[src/sts_pkg.sv]
`timescale 1ns / 1ps

package sts_pkg;

  localparam int unsigned LEAVES      = 1024;
  localparam int unsigned LEAF_BITS   = $clog2(LEAVES);
  localparam int unsigned INNER_NODES = LEAVES - 1;
  localparam int unsigned TREE_NODES  = 2 * LEAVES - 1;
  localparam int unsigned NODE_BITS   = LEAF_BITS + 1;
  localparam int unsigned WEIGHT_BITS = 16;
  localparam int unsigned RANDOM_BITS = 16;
  localparam int unsigned SUM_BITS    = WEIGHT_BITS + LEAF_BITS;

  localparam int unsigned IN_DATA_BITS  = 48;
  localparam int unsigned OUT_DATA_BITS = 40;

  localparam logic OP_WRITE  = 1'b0;
  localparam logic OP_SAMPLE = 1'b1;

  // Request from the sequencer to the node memory.
  typedef struct packed {
    logic                 we;
    logic [NODE_BITS-1:0] waddr;
    logic [SUM_BITS-1:0]  wdata;
    logic                 re;
    logic [NODE_BITS-1:0] raddr;
  } mem_req_t;

  typedef struct packed {
    logic                 was_sample;
    logic [LEAF_BITS-1:0] sampled_index;
    logic                 tree_empty;
    logic [SUM_BITS-1:0]  total_weight;
  } result_t;

endpackage

[src/sts_ctrl.sv]
`timescale 1ns / 1ps

module sts_ctrl (
  input  logic                          clk_i,
  input  logic                          rst_ni,
  input  logic                          req_valid_i,
  output logic                          req_ready_o,
  input  logic                          op_i,
  input  logic [sts_pkg::LEAF_BITS-1:0]   leaf_i,
  input  logic [sts_pkg::WEIGHT_BITS-1:0] weight_i,
  input  logic [sts_pkg::RANDOM_BITS-1:0] random_i,
  input  logic                          out_free_i,
  output logic                          done_o,
  output sts_pkg::result_t              result_o,
  output sts_pkg::mem_req_t             mem_req_o,
  input  logic [sts_pkg::SUM_BITS-1:0]    mem_rdata_i
);
  import sts_pkg::*;

  localparam logic [2:0] ST_CLEAR = 3'd0;
  localparam logic [2:0] ST_IDLE  = 3'd1;
  localparam logic [2:0] ST_DESC  = 3'd2;
  localparam logic [2:0] ST_LEAF  = 3'd3;
  localparam logic [2:0] ST_UP    = 3'd4;
  localparam logic [2:0] ST_FIN   = 3'd5;

  localparam logic [NODE_BITS-1:0] LAST_NODE  = NODE_BITS'(TREE_NODES - 1);
  localparam logic [NODE_BITS-1:0] FIRST_LEAF = NODE_BITS'(INNER_NODES);

  logic [2:0]             state_q, state_d;
  logic [NODE_BITS-1:0]   node_q, node_d;
  logic [SUM_BITS-1:0]    x_q, x_d;
  logic [SUM_BITS-1:0]    total_q, total_d;
  logic [SUM_BITS-1:0]    delta_q, delta_d;
  logic [LEAF_BITS-1:0]   pick_q, pick_d;
  logic                   op_q, op_d;
  logic                   empty_q, empty_d;
  logic [WEIGHT_BITS-1:0] weight_q, weight_d;

  logic                          accept;
  logic [RANDOM_BITS+SUM_BITS-1:0] product;
  logic [NODE_BITS-1:0]          left_node, right_node, next_node, next_left;
  logic [NODE_BITS-1:0]          node_m1, parent;
  logic                          go_right;
  logic [SUM_BITS-1:0]           new_leaf;
  mem_req_t                      req;

  assign accept  = req_valid_i && req_ready_o;
  assign product = (RANDOM_BITS+SUM_BITS)'(random_i) * (RANDOM_BITS+SUM_BITS)'(total_q);

  assign left_node  = {node_q[NODE_BITS-2:0], 1'b1};
  assign right_node = left_node + NODE_BITS'(1);
  assign go_right   = x_q >= mem_rdata_i;
  assign next_node  = go_right ? right_node : left_node;
  assign next_left  = {next_node[NODE_BITS-2:0], 1'b1};
  assign node_m1    = node_q - NODE_BITS'(1);
  assign parent     = {1'b0, node_m1[NODE_BITS-1:1]};
  assign new_leaf   = (op_q == OP_WRITE) ? SUM_BITS'(weight_q) : '0;

  always_comb begin
    state_d  = state_q;
    node_d   = node_q;
    x_d      = x_q;
    total_d  = total_q;
    delta_d  = delta_q;
    pick_d   = pick_q;
    op_d     = op_q;
    empty_d  = empty_q;
    weight_d = weight_q;
    req      = '0;
    done_o   = 1'b0;

    case (state_q)
      ST_CLEAR: begin
        req.we    = 1'b1;
        req.waddr = node_q;
        node_d    = node_q + NODE_BITS'(1);
        if (node_q == LAST_NODE) begin
          node_d  = '0;
          state_d = ST_IDLE;
        end
      end
      ST_IDLE: begin
        if (accept) begin
          op_d     = op_i;
          weight_d = weight_i;
          empty_d  = 1'b0;
          pick_d   = '0;
          x_d      = product[RANDOM_BITS +: SUM_BITS];
          if (op_i == OP_WRITE) begin
            node_d    = FIRST_LEAF + NODE_BITS'(leaf_i);
            req.re    = 1'b1;
            req.raddr = FIRST_LEAF + NODE_BITS'(leaf_i);
            state_d   = ST_LEAF;
          end else if (total_q == '0) begin
            // Nothing left to draw: report and leave the tree alone.
            empty_d = 1'b1;
            state_d = ST_FIN;
          end else begin
            node_d    = '0;
            req.re    = 1'b1;
            req.raddr = NODE_BITS'(1);
            state_d   = ST_DESC;
          end
        end
      end
      ST_DESC: begin
        // The read data is the left child sum of the current node.
        if (go_right) begin
          x_d = x_q - mem_rdata_i;
        end
        node_d = next_node;
        req.re = 1'b1;
        if (next_node >= FIRST_LEAF) begin
          req.raddr = next_node;
          state_d   = ST_LEAF;
        end else begin
          req.raddr = next_left;
        end
      end
      ST_LEAF: begin
        pick_d    = LEAF_BITS'(node_q - FIRST_LEAF);
        delta_d   = new_leaf - mem_rdata_i;
        total_d   = total_q + (new_leaf - mem_rdata_i);
        req.we    = 1'b1;
        req.waddr = node_q;
        req.wdata = new_leaf;
        req.re    = 1'b1;
        req.raddr = parent;
        node_d    = parent;
        state_d   = ST_UP;
      end
      ST_UP: begin
        // Every ancestor moves by the same amount as the leaf did.
        req.we    = 1'b1;
        req.waddr = node_q;
        req.wdata = mem_rdata_i + delta_q;
        if (node_q == '0) begin
          state_d = ST_FIN;
        end else begin
          req.re    = 1'b1;
          req.raddr = parent;
          node_d    = parent;
        end
      end
      ST_FIN: begin
        if (out_free_i) begin
          done_o  = 1'b1;
          state_d = ST_IDLE;
        end
      end
      default: begin
        state_d = ST_IDLE;
      end
    endcase
  end

  always_ff @(posedge clk_i or negedge rst_ni) begin
    if (!rst_ni) begin
      state_q <= ST_CLEAR;
      node_q  <= '0;
      total_q <= '0;
    end else begin
      state_q <= state_d;
      node_q  <= node_d;
      total_q <= total_d;
    end
  end

  always_ff @(posedge clk_i) begin
    x_q      <= x_d;
    delta_q  <= delta_d;
    pick_q   <= pick_d;
    op_q     <= op_d;
    empty_q  <= empty_d;
    weight_q <= weight_d;
  end

  assign req_ready_o = (state_q == ST_IDLE);
  assign mem_req_o   = req;

  assign result_o.was_sample    = op_q;
  assign result_o.sampled_index = (op_q == OP_SAMPLE && !empty_q) ? pick_q : '0;
  assign result_o.tree_empty    = empty_q;
  assign result_o.total_weight  = total_q;

`ifndef ASSERT_OFF
  a_no_write_idle: assert property (@(posedge clk_i) disable iff (!rst_ni)
    (state_q == ST_IDLE || state_q == ST_FIN) |-> !req.we)
    else $error("node memory written outside an update");

  a_no_same_addr: assert property (@(posedge clk_i) disable iff (!rst_ni)
    (req.we && req.re) |-> (req.waddr != req.raddr))
    else $error("read and write of the same node in one cycle");

  a_leaf_nonzero: assert property (@(posedge clk_i) disable iff (!rst_ni)
    (state_q == ST_LEAF && op_q == OP_SAMPLE) |-> (mem_rdata_i != '0))
    else $error("descent ended on a leaf of zero weight");

  a_root_matches: assert property (@(posedge clk_i) disable iff (!rst_ni)
    (state_q == ST_UP && node_q == '0) |-> (mem_rdata_i + delta_q == total_q))
    else $error("root sum differs from the running total");

  a_done_fin: assert property (@(posedge clk_i) disable iff (!rst_ni)
    done_o |=> (state_q == ST_IDLE))
    else $error("sequencer did not return to idle after a result");
`endif

endmodule
[config.mk]
export PLATFORM = sky130hd
export DESIGN_NAME = sts_ctrl
export DESIGN_NICKNAME = d
export VERILOG_FILES = /design/src/sts_pkg.sv /design/src/sts_ctrl.sv
export SDC_FILE = /design/constraint.sdc
export NUM_CORES = 1
export LEC_CHECK = 0
export ABC_CLOCK_PERIOD_IN_PS = 11900
export BUFFER_PORTS_ARGS = -buffer_cell sky130_fd_sc_hd__buf_2
export CORE_MARGIN = 2
export CORE_UTILIZATION = 55
export CTS_BUF_LIST = sky130_fd_sc_hd__clkbuf_4 sky130_fd_sc_hd__clkbuf_8
export DETAILED_ROUTE_END_ITERATION = 10
export PLACE_DENSITY = 0.74
export SKIP_CTS_REPAIR_TIMING = 1
export SLEW_MARGIN = 0
export SYNTH_ARGS = -nofsm -noshare
export SYNTH_HDL_FRONTEND = slang
export SYNTH_SLANG_ARGS = --single-unit
[constraint.sdc]
create_clock -name clk_i -period 11.9 [get_ports clk_i]
set_input_delay 0 -clock clk_i [delete_from_list [all_inputs] [get_ports clk_i]]
set_output_delay 0 -clock clk_i [all_outputs]
set_load 0.05 [all_outputs]
# Word-level counts from Yosys, hierarchy flattened
# Index checks and enable logic that the tools add are counted.
# totals
output_inout_bits	90
wordCells	83
in_bits	73
reg_bits	120
# classes
add_sub_neg	9
n_mul	1
reduce_logical	15
n_eq_ne	14
n_lt_le_gt_ge	2
n_mux	33
# ops
cell	count
$pmux W26 S2	2
$mux W11	7
$mux W12	5
$pmux W11 S5	1
$add A26 B26 Y26	2
$mux W26	2
$pmux W12 S4	1
$mul A16 B26 Y42	1
$ge A26 B26 Y1	1
$logic_not A26 Y1	1
$sub A16 B26 Y26	1
$sub A26 B26 Y26	1
$add A11 B1 Y11 const B	2
$mux W3	7
$mux W10	2
$pmux W10 S2	1
$pmux W3 S6	1
$mux W16	1
$ne A2 B2 Y1 const B	6
$add A10 B10 Y11 const A	1
$eq A11 B11 Y1 const B	1
$ge A11 B10 Y1 const B	1
$logic_not A11 Y1	1
$sub A11 B1 Y11 const B	1
other kinds (17)	24

# Longest topological paths before layout
# Gate-level depths: netlist of run 1.
# logic_depth
ltp_word	5
ltp_mapped	27
depth_no_buf	26

# Worst setup path before layout of run 1
# OpenSTA, ideal clock, no wires.
# synth_path
path_type	register to register
start	register total_q[12]
end	register x_q[25], data pin
t_arrival_ns	6.755
required_ns	11.630
setup_ns	0.270
path_slack_ns	4.874
path_stages_with_launch	24
synth_period_minus_slack_ns	7.026
path_cell_list	dfrtp_1 clkbuf_1 nand2_1 fa_1 fa_1 fa_1 inv_1 fa_1 fa_1 inv_1 fa_1 inv_1 ha_1 a2111o_1 o2111ai_1 o21a_1 a211o_1 and3_1 o31ai_2 a221oi_1 nor2b_1 o221ai_1 xnor2_1 a21oi_1
# synth_between
elab_chain_len	3
# synth_lines
item	line_no	rtl
start, declared	sts_ctrl.sv:33	logic [SUM_BITS-1:0] total_q, total_d;
start signal, assigned	sts_ctrl.sv:166	total_q <= total_d;
$mul A16 B26 Y42	sts_ctrl.sv:49	assign product = (RANDOM_BITS+SUM_BITS)'(random_i) * (RANDOM_BITS+SUM_BITS)'(total_q);
$mux W26	sts_ctrl.sv:84	if (accept) begin
$pmux W26 S2	sts_ctrl.sv:73	case (state_q)
via x_d[25]	sts_ctrl.sv:32	logic [SUM_BITS-1:0] x_q, x_d;
end signal, assigned	sts_ctrl.sv:171	x_q <= x_d;
end, declared	sts_ctrl.sv:32	
# The timed path passes the listed nets, and every way through them passes these cells. The select of a mux whose other input is x is not followed.
# A chain may end at the register's enable or synchronous reset.

# Final worst setup path of run 1
# layout_path
start	register total_q[11]
end	register x_q[25], data pin
# The elaborated chain is that of the path after synthesis.

==> impl_metrics.ini, run 1 <==
[detailed_routing]
vias_per_cell = 5.80
avgRoutedWirePerCell_um = 19.7
first_pass_iters = 5
routed_wl_um = 66200
vias = 19400
ant_nets = 0
drc = 0
drt_iter0_drc = 1504

[sta]
rsz0062_at_grt = no
worst_pin_slew_ps = 1080
drv_slew = 0
layout_min_cycle_time_ps = 7480
setup_tns_ps = 0
max_slew_margin = 0.279
fin_crit_sh = 0.628
hold_viol_final = 0
fin_worst_skew_ps = 15.5
finalSetupViolCount = 0
max_clock_freq_ghz = 0.134

[finish]
layout_common_cells = inv_1, nand2_1, fa_1
final_cell_area_sq_um = 25100
fin_nets = 3420
layout_commonest_cell = inv_1
drive_gt1_frac = 0.0856
utilization = 0.600
fill_cells = 3627
synthToLayoutAreaGrowth_pct = 8.10

[die]
die_area_sq_um = 43800
fp.coreArea_sq_um = 41800
rows = 75
start_util = 0.555
die_height_um = 209
fp.dieW_um = 209
io_pins = 163

[yosys]
synth_cell_types = 80
synth_top_area_share = 0.291
synth_edf_count = 80
synth-seq-cells = 120
async_flop_share = 0.333
yosysWarningCount = 0
synth.area.top_cells = fa_1, ha_1, edfxtp_1, inv_1, nand2_1
syn-mean-instance-area_sq_um = 8.64
synthFlopType = edfxtp_1
synth_top_area_cell = fa_1
syn-instance-count = 2684
syn_area_sq_um = 23200
syn-num-nets = 3303
ys_seq_area_frac = 0.147

[grt]
grt_overflow_total = 0
track_usage = 0.309
grt_max_degree = 61
grt_pass1_wl_um = 106000
antenna_found_initial = 2
grt_pass1_vias = 20600

[critical_path]
critical_path_buf_inv_count = 3
crit_chain = nand2_1 -> fa_1 -> fa_1 -> fa_1 -> inv_1 -> fa_1 -> fa_1 -> inv_1 -> fa_1 -> inv_1 -> ha_1 -> a2111o_1 -> o2111ai_1 -> nand4b_1 -> a211o_1 -> and3_1 -> o31ai_2 -> a221oi_1 -> nor2b_1 -> o221ai_1 -> xnor2_1 -> a21oi_1
crit_fanout = 20
crit_top_cell = fa_1
worstSetupStartpointType = flop
cp_slowest_cell = dfrtp_1
worstPathArrival_ps = 7660
crit_type = reg -> reg
crit_path_max_incr_delay_ps = 850
worstSetupEndpointType = flop
required_ps = 12090
reg2reg_from = total_q[11]
path_delay_family = adder cells
startpoint = total_q[11]

[flow_run]
maxCapViolCount = 0

[clock_tree]
cts.sink_count = 120
clk_pin_slew_worst_paths_ps = 90
cts_root_buf = clkbuf_8
cts_max_level = 4
cts_buffer_depth = 2
cts_buffers = 17
tritoncts = done
worstSkewPairLatency_ps = 470

[placed_design]
gp_congestion = 0.948
dpl-instance-area_sq_um = 24400
portBuffers = 162
dpl.hpwl_um = 51300

[status]
status = complete, no violations

[min_path]
min-delay-start = req_valid_i
hold_path_class = in -> reg
[state kept, by name, summed over array words and instances, names as in the netlist]
name and flops:
delta_q 26, total_q 26, x_q 26, weight_q 16, node_q 11, pick_q 10
state_q 3, empty_q 1, op_q 1
[Yosys cell counts (4+ instances only)]
cell	number
a211o_1	7
a211oi_1	11
a21o_1	42
a21oi_1	111
a221oi_1	5
a22o_1	12
a31o_2	4
a31oi_1	10
and2_1	183
and3_1	9
and4_1	4
clkbuf_1	104
dfrtp_1	40
edfxtp_1	80
fa_1	337
ha_1	209
inv_1	448
mux2i_1	10
nand2_1	367
nand2b_1	22
nand3_1	26
nand4_1	16
nor2_1	136
nor2b_1	44
nor3_1	44
nor3b_1	4
nor4_1	11
o211ai_1	5
o21a_1	18
o21ai_0	105
o21ai_1	4
o21bai_1	12
o221ai_1	6
o22ai_1	8
o31a_1	4
o31ai_1	10
or2_2	7
or3_1	14
xnor2_1	84
xor2_1	50
[final cells by class]
| class | instances | area [sq um] | area share |
|---|---|---|---|
| inverters | 448 | 1680 | 0.0671 |
| diodes | 1 | 2.50 | 0.0000998 |
| clock inverters | 14 | 153 | 0.00609 |
| well taps | 539 | 674 | 0.0269 |
| flip-flops and latches | 120 | 3400 | 0.136 |
| multi-input cells | 2005 | 17700 | 0.705 |
| repair buffers | 209 | 1230 | 0.0491 |
| clock buffers | 18 | 241 | 0.00963 |
[cell families after synthesis]
family	count (synthesis)	synth area share
and+or+nand+nor	898	0.186
AOI/OAI and AO/OA	415	0.116
buffers and inverters	559	0.0912
xor gates and xnor gates	134	0.0506
muxes	12	0.00545
adders and majority gates	546	0.404
DFF	120	0.147
[layer usage]
layer | GRT usage | vias up | part of all wire
li1 | - | 8854 | -
met1 | 0.391 | 9709 | 0.40
met2 | 0.537 | 704 | 0.50
met3 | 0.0413 | 176 | 0.056
met4 | 0.128 | 2 | 0.041
met5 | 0 | - | 0.00020
[through the flow]
stage	hold slack, ps	cells	setup slack [ps]
2_1_floorplan	-296	2684	4870
3_3_place_gp	130	3294	4660
3_5_place_dp	137	3294	4490
4_1_cts	-371	3326	4440
5_1_grt	26.0	3354	4000
6_report	4.37	3354	4420
[worst register-to-register path: stages (launching register included)]
cell       delay (ps)
dfrtp_1           850
nand2_1           170
fa_1              520
fa_1              520
fa_1              560
inv_1              60
fa_1              500
fa_1              550
inv_1              70
fa_1              540
inv_1              40
ha_1              330
a2111o_1          420
o2111ai_1         130
nand4b_1          200
a211o_1           230
and3_1            290
o31ai_2           140
a221oi_1          360
nor2b_1           300
o221ai_1          180
xnor2_1           160
a21oi_1            80
[worst paths after layout]
| check | to | depth (start not counted) | slack [ps] |
|---|---|---|---|
| setup / recovery | x_q[25] | 22 | 4420 |
| hold / removal | state_q[2] | 3 | 4 |
| setup reg to reg | x_q[25] | 22 | 4420 |
| hold reg to reg | node_q[1] | 2 | 680 |
| max in group asynchronous | node_q[8] | 3 | 11290 |
| min in group asynchronous | total_q[0] | 3 | 140 |
Power of run 1 is not shown: default switching activity piles up to over one toggle a cycle in this logic, so the estimate is an artifact.
==> run 2: changes to the inputs <==
--- a/config.mk
+++ b/config.mk
@@ -5,13 +5,14 @@
 export SDC_FILE = /design/constraint.sdc
 export NUM_CORES = 1
 export LEC_CHECK = 0
-export ABC_CLOCK_PERIOD_IN_PS = 11900
+export ABC_AREA = 1
+export ABC_CLOCK_PERIOD_IN_PS = 6450
 export BUFFER_PORTS_ARGS = -buffer_cell sky130_fd_sc_hd__buf_2
 export CORE_MARGIN = 2
 export CORE_UTILIZATION = 55
 export CTS_BUF_LIST = sky130_fd_sc_hd__clkbuf_4 sky130_fd_sc_hd__clkbuf_8
 export DETAILED_ROUTE_END_ITERATION = 10
-export PLACE_DENSITY = 0.74
+export PLACE_DENSITY = 0.76
 export SKIP_CTS_REPAIR_TIMING = 1
 export SLEW_MARGIN = 0
 export SYNTH_ARGS = -nofsm -noshare
==> constraint.sdc (replaced) <==
create_clock -name clk_i -period 6.45 [get_ports clk_i]
set_input_delay 0 -clock clk_i [delete_from_list [all_inputs] [get_ports clk_i]]
set_output_delay 0 -clock clk_i [all_outputs]
set_load 0.05 [all_outputs]
==> run 2 against run 1 <==
  * The run now ends with negative hold slack left
  * Clock skew is 8.9 ps higher
  * Via count is 17% higher
  * Hold slack worse by 13 ps
  * Synthesized cell count is 28% higher
  * Clock-buffer cell count is 1 lower
  * Critical path depth is 1 higher
  * Maximum frequency is 22% higher
  * Setup slack worse by 4100 ps
  * Design area is 7.8% higher
  * Die area is 7.2% higher
  * Global-route usage is 1.6 points higher
  * Sequential share of layout area is 0.91 points lower
  * Largest cell class unchanged
==> impl_metrics.ini, run 2 <==
[status]
status = finished, violations left
violations = negative hold slack

[finish]
fill_cells = 4140
largest_registers = delta_q x26, total_q x26, x_q x26
synthToLayoutAreaGrowth_pct = 8.54
layout_commonest_cell = nand2_1
fin_nets = 4190
regArea_sq_um = 3420
drive_gt1_frac = 0.0890
multi_input_area_sq_um = 17900
layout_common_cells = nand2_1, inv_1, fa_1

[critical_path]
worstSetupEndpointType = flop
startpoint = total_q[17]
crit_fanout = 14
worstSetupStartpointType = flop
worstPathArrival_ps = 6390
reg2reg_from = total_q[17]
crit_type = reg -> reg
required_ps = 6690

[flow_run]
maxCapViolCount = 0

[detailed_routing]
drc = 0
vias = 22800
vias_per_cell = 5.46
ant_nets = 0
drt_iter0_drc = 2162
avgRoutedWirePerCell_um = 17.9
routed_wl_um = 74800
first_pass_iters = 9

[min_path]
min-delay-start = leaf_i[3]
hold_path_class = in -> reg

[yosys]
synth_top_family_by_area = adder cells
muxShareOfSynthArea = 0
syn-mean-instance-area_sq_um = 7.23
yosysWarningCount = 0
yosys.area_share.simple = 0.212
synth-compound-area-share = 0.107
syn_area_sq_um = 24900
syn-instance-count = 3443
syn-num-nets = 4062
synthAdderAreaFrac = 0.376
synth_edf_count = 80
synth-seq-cells = 120
synth_most_common_cell = nand2_1
synth.area.top_cells = fa_1, nand2_1, inv_1, ha_1, edfxtp_1
synth_top_area_cell = fa_1
synth_xor_area_frac = 0.0253
async_flop_share = 0.333
synthFlopType = edfxtp_1
yosys-top-cells-count = nand2_1, inv_1, fa_1
synth_top_area_share = 0.271
ys_seq_area_frac = 0.137
synth_cell_types = 54

[grt]
grt_max_degree = 61
track_usage = 0.326
antenna_found_initial = 5
grt_overflow_total = 0
grt_pass1_wl_um = 120000
grt_pass1_vias = 22900

[clock_tree]
worstSkewPairLatency_ps = 510
cts.sink_count = 120
cts_buffers = 17
cts_max_level = 4
cts_buffer_depth = 2
clk_pin_slew_worst_paths_ps = 100
cts_root_buf = clkbuf_8
tritoncts = done

[sta]
layout_min_cycle_time_ps = 6150
holdWs_ps = -8.55
rsz0062_at_grt = no
hold_viol_final = 1
finalSetupViolCount = 0
setup_tns_ps = 0
fin_crit_sh = 0.954
max_clock_freq_ghz = 0.163
worst_pin_slew_ps = 1110
drv_slew = 0
max_slew_margin = 0.262
fin_worst_skew_ps = 24.3

[die]
fp.dieW_um = 217
die_area_sq_um = 47000
die_height_um = 217
io_pins = 163
fp.coreArea_sq_um = 44400
start_util = 0.561
rows = 77

[placed_design]
dpl.hpwl_um = 61400
portBuffers = 162
gp_congestion = 0.989
==> run 2: cell families after synthesis <==
logic type | Yosys count
buf+inv | 941
fa+ha+maj | 546
simple gates | 1294
flops | 120
xor+xnor | 72
compound gates | 470
==> run 2: per-stage QoR <==
| step | worst slack (ps) | area, sq um | utilization | hold WS (ps) | cells |
|---|---|---|---|---|---|
| 4_1_cts | 128 | 26700 | 0.602 | -380 | 4151 |
| 6_report | 299 | 27000 | 0.609 | -8.55 | 4178 |
| 5_1_grt | 21.4 | 27000 | 0.608 | 2.68 | 4177 |
| 3_5_place_dp | 169 | 26300 | 0.593 | 178 | 4119 |
| 2_1_floorplan | 174 | 24900 | - | -296 | 3443 |
| 3_3_place_gp | 208 | 26300 | 0.593 | 177 | 4119 |
==> run 2: final cells by class <==
type | count | share of cell area
clock buffers | 17 | 0.00866
multi-input cells | 2382 | 0.664
flip-flops and latches | 120 | 0.127
repair buffers | 243 | 0.0547
well taps | 592 | 0.0274
inverters | 807 | 0.112
clock inverters | 15 | 0.00620
diodes | 2 | 0.000185
==> run 2: metal layers <==
metal	track usage	vias to the layer above	routed length [um]
met5	0	-	54
met2	0.522	938	34300
met1	0.451	11000	32000
met3	0.0549	139	6280
met4	0.110	4	2210
li1	-	10800	-
==> run 2: path summary, 6_finish.rpt <==
| path | cells past startpoint | slack, ps | endpoint |
|---|---|---|---|
| worst max register to register | 23 | 300 | x_q[24] |
| max in group asynchronous | 3 | 5660 | total_q[12] |
| min in group asynchronous | 3 | 180 | node_q[8] |
| worst min-delay path | 6 | -9 | node_q[3] |
| worst max-delay path | 23 | 300 | x_q[24] |
| worst min register to register | 2 | 610 | state_q[2] |
==> run 2: critical path, cell delays in order, from the launching register on <==
cell and delay (ps):
dfrtp_1 470, buf_4 250, nand2_1 80, inv_1 70, fa_1 520, inv_1 50, fa_1 460, fa_1 510
inv_1 50, fa_1 460, fa_1 490, inv_1 50, fa_1 490, inv_1 60, ha_1 400, nand2_1 150
nor2_1 260, inv_1 120, nor3_1 310, nand4_1 170, nand3_1 170, a21oi_1 80, o21ai_0 90, o21ai_0 110
Power of run 2 is left out for the same reason.
